### src/rtl/core/mi_pkg.sv
// ----------------------------------------------------------------------------
// mi_pkg
// Shared types, widths and cofactor tables of the 4x4 matrix inverse.
// ----------------------------------------------------------------------------
package mi_pkg;

	localparam int ELEM_W = 32;
	// magnitude of a 3x3 minor (six triple products of 32-bit values)
	localparam int MAG_W  = 96;
	localparam int ADJ_W  = MAG_W + 1;
	// one determinant term: adjugate entry times a row 0 element
	localparam int DP_W   = 128;
	localparam int DET_W  = DP_W + 2;
	localparam int DEN_W  = DET_W - 1;
	// quotient bits resolved by the divider before saturation
	localparam int QB     = 33;
	localparam logic [2:0] LAST_TERM = 3'd5;

	typedef logic [15:0][ELEM_W-1:0] mat_t;
	typedef logic [3:0][ELEM_W-1:0]  row_t;

	typedef struct packed {
		logic det_rdy;
		logic done;
	} lane_stat_t;

	// index of the a-th kept row or column when index skip is struck out
	function automatic logic [1:0] minor_idx(input logic [1:0] skip, input logic [1:0] a);
		return (a < skip) ? a : a + 2'd1;
	endfunction

	// column chosen for factor a of term t of a 3x3 determinant
	function automatic logic [1:0] perm(input logic [2:0] t, input logic [1:0] a);
		logic [5:0] p;
		case (t)
			3'd0:    p = {2'd2, 2'd1, 2'd0};
			3'd1:    p = {2'd1, 2'd2, 2'd0};
			3'd2:    p = {2'd2, 2'd0, 2'd1};
			3'd3:    p = {2'd0, 2'd2, 2'd1};
			3'd4:    p = {2'd1, 2'd0, 2'd2};
			3'd5:    p = {2'd0, 2'd1, 2'd2};
			default: p = {2'd2, 2'd1, 2'd0};
		endcase
		return p[{a, 1'b0} +: 2];
	endfunction

	function automatic logic term_neg(input logic [2:0] t);
		return (t == 3'd1) || (t == 3'd2) || (t == 3'd5);
	endfunction

	function automatic logic [ELEM_W-1:0] abs32(input logic [ELEM_W-1:0] v);
		return v[ELEM_W-1] ? (~v + 1'b1) : v;
	endfunction

endpackage

### src/rtl/core/mi_merge.sv
// ----------------------------------------------------------------------------
// mi_merge
// Sums the lane determinant terms, hands the determinant back to the lanes
// and sends the four inverse rows out through the output register.
// ----------------------------------------------------------------------------
module mi_merge (
	input  logic                                   clk,
	input  logic                                   arst_n,
	input  mi_pkg::lane_stat_t [3:0]               stat,
	input  logic [3:0][mi_pkg::DP_W-1:0]           det_part,
	input  mi_pkg::row_t [3:0]                     res,
	input  logic [3:0]                             ovf,
	output logic signed [mi_pkg::DET_W-1:0]        det,
	output logic                                   det_zero,
	output logic                                   det_go,
	output logic                                   out_valid,
	input  logic                                   out_ready,
	output logic [1:0]                             out_row,
	output logic [mi_pkg::ELEM_W-1:0]              inv_0,
	output logic [mi_pkg::ELEM_W-1:0]              inv_1,
	output logic [mi_pkg::ELEM_W-1:0]              inv_2,
	output logic [mi_pkg::ELEM_W-1:0]              inv_3,
	output logic                                   singular,
	output logic                                   overflow,
	output logic                                   last,
	output logic                                   finished
);
	typedef enum logic [2:0] {M_IDLE, M_S1, M_S2, M_GO, M_WAIT, M_OUT} mstate_t;

	mstate_t                            state_q;
	logic signed [mi_pkg::DP_W:0]       pair_q [2];
	logic signed [mi_pkg::DET_W-1:0]    det_q;
	logic                               valid_q;
	logic [1:0]                         row_q;
	mi_pkg::row_t                       inv_q;
	logic                               sing_q;
	logic                               ovf_q;
	logic                               last_q;
	logic                               all_rdy;
	logic                               all_done;
	logic                               xfer;

	assign all_rdy  = stat[0].det_rdy & stat[1].det_rdy & stat[2].det_rdy & stat[3].det_rdy;
	assign all_done = stat[0].done & stat[1].done & stat[2].done & stat[3].done;
	assign xfer     = valid_q & out_ready;

	always_ff @(posedge clk or negedge arst_n) begin
		if (!arst_n) begin
			state_q <= M_IDLE;
			valid_q <= 1'b0;
		end else begin
			unique case (state_q)
				M_IDLE: if (all_rdy) state_q <= M_S1;
				M_S1: begin
					pair_q[0] <= $signed({det_part[0][mi_pkg::DP_W-1], det_part[0]})
						+ $signed({det_part[1][mi_pkg::DP_W-1], det_part[1]});
					pair_q[1] <= $signed({det_part[2][mi_pkg::DP_W-1], det_part[2]})
						+ $signed({det_part[3][mi_pkg::DP_W-1], det_part[3]});
					state_q <= M_S2;
				end
				M_S2: begin
					det_q   <= $signed({pair_q[0][mi_pkg::DP_W], pair_q[0]})
						+ $signed({pair_q[1][mi_pkg::DP_W], pair_q[1]});
					state_q <= M_GO;
				end
				M_GO: state_q <= M_WAIT;
				M_WAIT: begin
					if (all_done) begin
						valid_q <= 1'b1;
						row_q   <= 2'd0;
						inv_q   <= res[0];
						ovf_q   <= ovf[0];
						sing_q  <= det_zero;
						last_q  <= 1'b0;
						state_q <= M_OUT;
					end
				end
				M_OUT: begin
					if (xfer) begin
						if (last_q) begin
							valid_q <= 1'b0;
							state_q <= M_IDLE;
						end else begin
							row_q  <= row_q + 2'd1;
							inv_q  <= res[row_q + 2'd1];
							ovf_q  <= ovf[row_q + 2'd1];
							last_q <= (row_q == 2'd2);
						end
					end
				end
				default: state_q <= M_IDLE;
			endcase
		end
	end

	assign det       = det_q;
	assign det_zero  = (det_q == '0);
	assign det_go    = (state_q == M_GO);
	assign out_valid = valid_q;
	assign out_row   = row_q;
	assign inv_0     = inv_q[0];
	assign inv_1     = inv_q[1];
	assign inv_2     = inv_q[2];
	assign inv_3     = inv_q[3];
	assign singular  = sing_q;
	assign overflow  = ovf_q;
	assign last      = last_q;
	assign finished  = xfer & last_q;

endmodule

### config.mk
export PLATFORM = sky130hd
export DESIGN_NAME = mi_merge
export DESIGN_NICKNAME = d
export VERILOG_FILES = /design/src/rtl/core/mi_pkg.sv /design/src/rtl/core/mi_merge.sv
export SDC_FILE = /design/constraint.sdc
export NUM_CORES = 2
export LEC_CHECK = 0
export BUFFER_PORTS_ARGS = -buffer_cell sky130_fd_sc_hd__buf_4
export CORE_AREA = 8 8 501 503
export CTS_BUF_LIST = sky130_fd_sc_hd__clkbuf_8 sky130_fd_sc_hd__clkbuf_16
export DETAILED_ROUTE_END_ITERATION = 12
export DIE_AREA = 0 0 509 511
export HOLD_SLACK_MARGIN = 0.06
export PLACE_DENSITY = 0.4
export SLEW_MARGIN = 10
export SYNTH_ARGS = -nofsm -noshare
export SYNTH_HDL_FRONTEND = slang
export SYNTH_SLANG_ARGS = --single-unit
export TNS_END_PERCENT = 50
### constraint.sdc
create_clock -name clk -period 19.8 [get_ports clk]
set_input_delay 1.98 -clock clk [delete_from_list [all_inputs] [get_ports clk]]
set_output_delay 1.98 -clock clk [all_outputs]
set_load 0.03 [all_outputs]
# ---- After elaboration in Yosys (flattened, before gate mapping)
# Memories as Yosys holds them, arrays and structs flattened.
# Index checks and enable logic that the tools add are counted.
# Widths: inputs -> output; s select.
dict set report classes {
  eq_ne 11
  reduce_logical 10
  n_mux 31
  n_bitwise 8
  order_cmp 1
  n_addsub 4
}
# op n
set ops {}
lappend ops {{$mux 128} 4}
lappend ops {{$add 128x128->129} 2}
lappend ops {{$bmux 128 s2} 1}
lappend ops {{$pmux 128 s2} 1}
lappend ops {{$add 129x129->130} 1}
lappend ops {{$logic_not 130->1} 1}
lappend ops {{$pmux 3 s6} 1}
lappend ops {{$mux 1} 12}
lappend ops {{$mux 3} 4}
lappend ops {{$reduce_and 4->1} 3}
lappend ops {{$ne 2x2->1 const B} 5}
lappend ops {{$and 1x1->1} 8}
lappend ops {{$eq 3x2->1 const B} 2}
lappend ops {{$eq 3x3->1 const B} 2}
lappend ops {{$mux 2} 3}
lappend ops {{$pmux 1 s2} 3}
lappend ops {{$reduce_and 5->1} 1}
lappend ops {{$pmux 2 s2} 1}
lappend ops {{$eq 3x1->1 const B} 1}
lappend ops {{$logic_not 3->1} 1}
lappend ops {{$lt 2x3->1 const B} 1}
lappend ops {{$reduce_and 3->1} 1}
lappend ops {{$add 2x1->2 const B} 1}
lappend ops {{$bmux 1 s2} 1}
lappend ops {{other kinds (4)} 4}
dict set report totals {
  in_bits 1039
  memories 1
  word_cells 77
  ramBits 258
  ff_bits 267
}
# name words word_bits read_ports rd_ports_with_merged_regs wr line
set memory_table {}
lappend memory_table {pair_q 2 129 2 0 2 mi_merge.sv:31} ;# logic signed [mi_pkg::DP_W:0] pair_q [2];

# ---- Longest topological paths before layout
dict set report logic_depth {
  ltp_word 6
  depth_mapped 14
  depth_no_buf 14
}

# ---- Worst setup path before layout
# No wires, ideal clock.
dict set report synth_timing {
  kind {input-to-reg}
  from {input arst_n}
  to {memory pair_q[0][0] in the netlist's numbering, enable pin}
  stages 2
  path_buffers 0
  setup_time_ns 0.881
  setup_slack_ns 6.168
  arrival_time_ns 12.751
  required_time_ns 18.919
  cell_sequence {nand2b_1 > nor2_1}
}
# item line
set synth_rtl {}
lappend synth_rtl {{start, declared} mi_merge.sv:8} ;# input logic arst_n,
lappend synth_rtl {{end, declared} mi_merge.sv:31}

==> key figures <==
Clock tree
  • CTS Buf Count: 70
  • Maximum buffer depth of the clock tree: 3
  • CTS tree: yes
  • CTS H-Tree Depth: 3
  • Skew-Pair Late Insertion Delay: 0.69 ns
  • PostCTS Resize Cnt: 0
  • Hold Buf Count CTS: 0
  • Reg clk slew, reported paths: 0.06 ns
  • TritonCTS Sinks: 525
  • Clock tree root driver cell: clkbuf_16
  • Setup repair bufs after CTS: 0

Pwr
  • LEAKAGE: 24.66 nW
  • Peak VDD IR: 52.29 uV
  • PwrDens: 79.95 nW/um2
  • Power consumption: 4.965 mW

Die
  • Core box area: 242500 um2
  • Initial Util: 0.1933
  • Chip width: 509 um
  • Row Count: 181
  • Die Span Y: 511 um
  • Die Area: 260100 um2
  • I/O pin count: 1306

Setup path
  • Worst setup EP type: flip-flop
  • Worst setup SP type: input pin
  • Critical Path RT: 20.20 ns
  • WS Path Type: input pin to flip-flop
  • CP Max Fanout: 7
  • Worst EP arrival: 6.45 ns

Global routing
  • Vias in the first global route: 48970
  • Largest net degree at the start of global routing: 143
  • Total grt overflow: 0
  • Initial antenna violation count: 56
  • GRT Total Usage: 0.2132
  • Global-route wire length before repair: 398700 um

Yosys
  • Synth area leaders: edfxtp_1 (33%), ha_1 (10%), a21oi_1 (7.7%)
  • Area leader, netlist: edfxtp_1
  • Sequential-to-total area share from yosys stat: 0.3359
  • Yosys warns: 0
  • Seq cells post-synth: 525
  • Main synth FF type: edfxtp_1
  • Post-Synthesis Cells: 5398
  • Asr flop ratio synth: 0.007619
  • Most instantiated cells after synthesis: a21oi_1 (720), edfxtp_1 (521), o21ai_0 (428), nand2_1 (427), ha_1 (386)
  • Synth Cell Area: 46880 um2
  • EDFF count, synth: 521
  • Synth cell types: 97
  • Syn Area/Cell: 8.685 um2
  • Top-count cell post-synth: a21oi_1
  • Share of the synthesized area in the top cell type: 0.3337
  • Net Count, Synth: 6826

Finish
  • Fillers: 26540
  • Nets: 7930
  • Share of cells above drive strength 1: 0.2517
  • Synth-to-Final Area Change: 32.46%

Placed design
  • DP HPWL: 256200 um
  • Placer Congestion: 0.9332
  • Port Buffers: 1305

Drt
  • Final wirelength: 294400 um
  • DRC viols: 0
  • DR iter-0 viols: 3791
  • Vias: 48470
  • TritonRoute pass-1 iters: 5
  • WL/cell: 30.10 um
  • Vias per cell: 4.956
  • Final ANT Viol Nets: 0

Worst hold path
  • Hold Path Class: flip-flop to flip-flop

Job
  • Max Cap Viol: 0

STA
  • Setup violations, final: 0
  • Slew @ Worst Pin: 1.189 ns
  • Unrepaired setup endpoints after global routing: no
  • Period utilisation layout: 0.3054
  • Fin. Hold Viols: 0
  • Slew Limit Fails: 0
  • Max-Slew Margin vs Limit: 0.2002
  • Min Clock Period, post-route: 6.048 ns
  • Setup TNS: 0 ns
  • Achievable frequency: 0.1653 GHz
  • Clock skew: 0.03626 ns

Run status
  • Outcome: finished clean
==> per-layer routing <==
metal / vias up / global-route usage / share of wire
met3: 270 / 0.03653 / 0.056
met1: 23800 / 0.2735 / 0.44
li1: 22700 / - / -
met2: 1670 / 0.3662 / 0.48
met4: 20 / 0.06113 / 0.028
met5: - / 0 / 0.00040
==> cells in the final DEF, fill, tap and decap left out, types with 37 or more instances in the layout <==
cell and instances:
nand4_1 203, o21ai_0 428, o21a_1 49, inv_1 137, xor2_1 143, nor2_1 367
edfxtp_1 521, a21boi_0 37, o22ai_1 133, xnor2_1 232, o21bai_1 147, nand2_1 426
nand3_1 58, a21oi_1 720, or3_1 149, nor4_1 57, clkbuf_16 72, nor3_1 81
a31oi_1 50, a21o_1 238, buf_4 1331, ha_1 385, mux2_2 131
==> flip-flops by register name (all words and copies together) (netlist names) <==
signal	flops
overflow	1
inv_0	32
out_row	2
state_q	3
inv_1	32
singular	1
inv_2	32
pair_q	258
out_valid	1
inv_3	32
last	1
det	130
==> metrics by stage <==
step                  util  std cells  instance area [um2]  hold WS, ns  setup slack (ns)
global route        0.2559       9772                62080       0.5233             13.63
global placement    0.2467       9632                59820       0.4804             13.07
floorplan                -       5398                46880       0.4494             6.168
detailed placement  0.2467       9632                59820       0.4846             13.08
CTS                 0.2558       9757                62040       0.5049             13.81
finish              0.2560       9779                62100       0.5177             13.75
==> worst paths after layout <==
check                          startpoint              to  slack, ns  cells after the start
max in group asynchronous          arst_n       out_valid      18.57                      1
min in group asynchronous          arst_n      state_q[0]       1.11                      1
setup / recovery              det_part[0]  pair_q[0][122]      13.75                     14
setup reg to reg           pair_q[0][148]        det[125]      15.02                     12
hold / removal                 state_q[2]      state_q[1]       0.52                      1
hold reg to reg                state_q[2]      state_q[1]       0.52                      1
==> worst max-delay path, cell delays in order <==
cell      delay (ns)
buf_4           0.11
ha_1            0.24
fa_1            0.44
a211oi_1        0.24
o21bai_1        0.18
a21oi_1         0.34
o21ai_0         0.40
nand3_1         0.19
nand2_1         0.21
a311oi_1        1.04
o21a_2          0.50
o21ai_1         0.18
a311oi_2        0.29
xnor2_1         0.09
==> where the power goes <==
group	leakage (nW)	switching [mW]	internal [mW]
combinational	18.8	1.35	0.750
clock	1.12	0.552	0.727
sequential	4.79	0.123	1.46
==> logic make-up after synthesis <==
kind of cell	share of synthesized area
flops	0.3359
simple gates	0.1566
xor+xnor	0.07006
compound gates	0.2665
mux	0.03147
buf+inv	0.03515
fa+ha+maj	0.1043
==> area by class of cell <==
cell class	count	area [um2]	share of cell area
clock buffer	72	1802	0.02901
sequential	525	15750	0.2536
timing repair buffer	1332	10010	0.1612
tap	3202	4006	0.06452
multi-input combinational	4443	29570	0.4762
inverter	130	490.5	0.007898
clock inverter	53	415.4	0.006689
antenna	22	55.05	0.0008866
(Power assumes the default switching activity.)
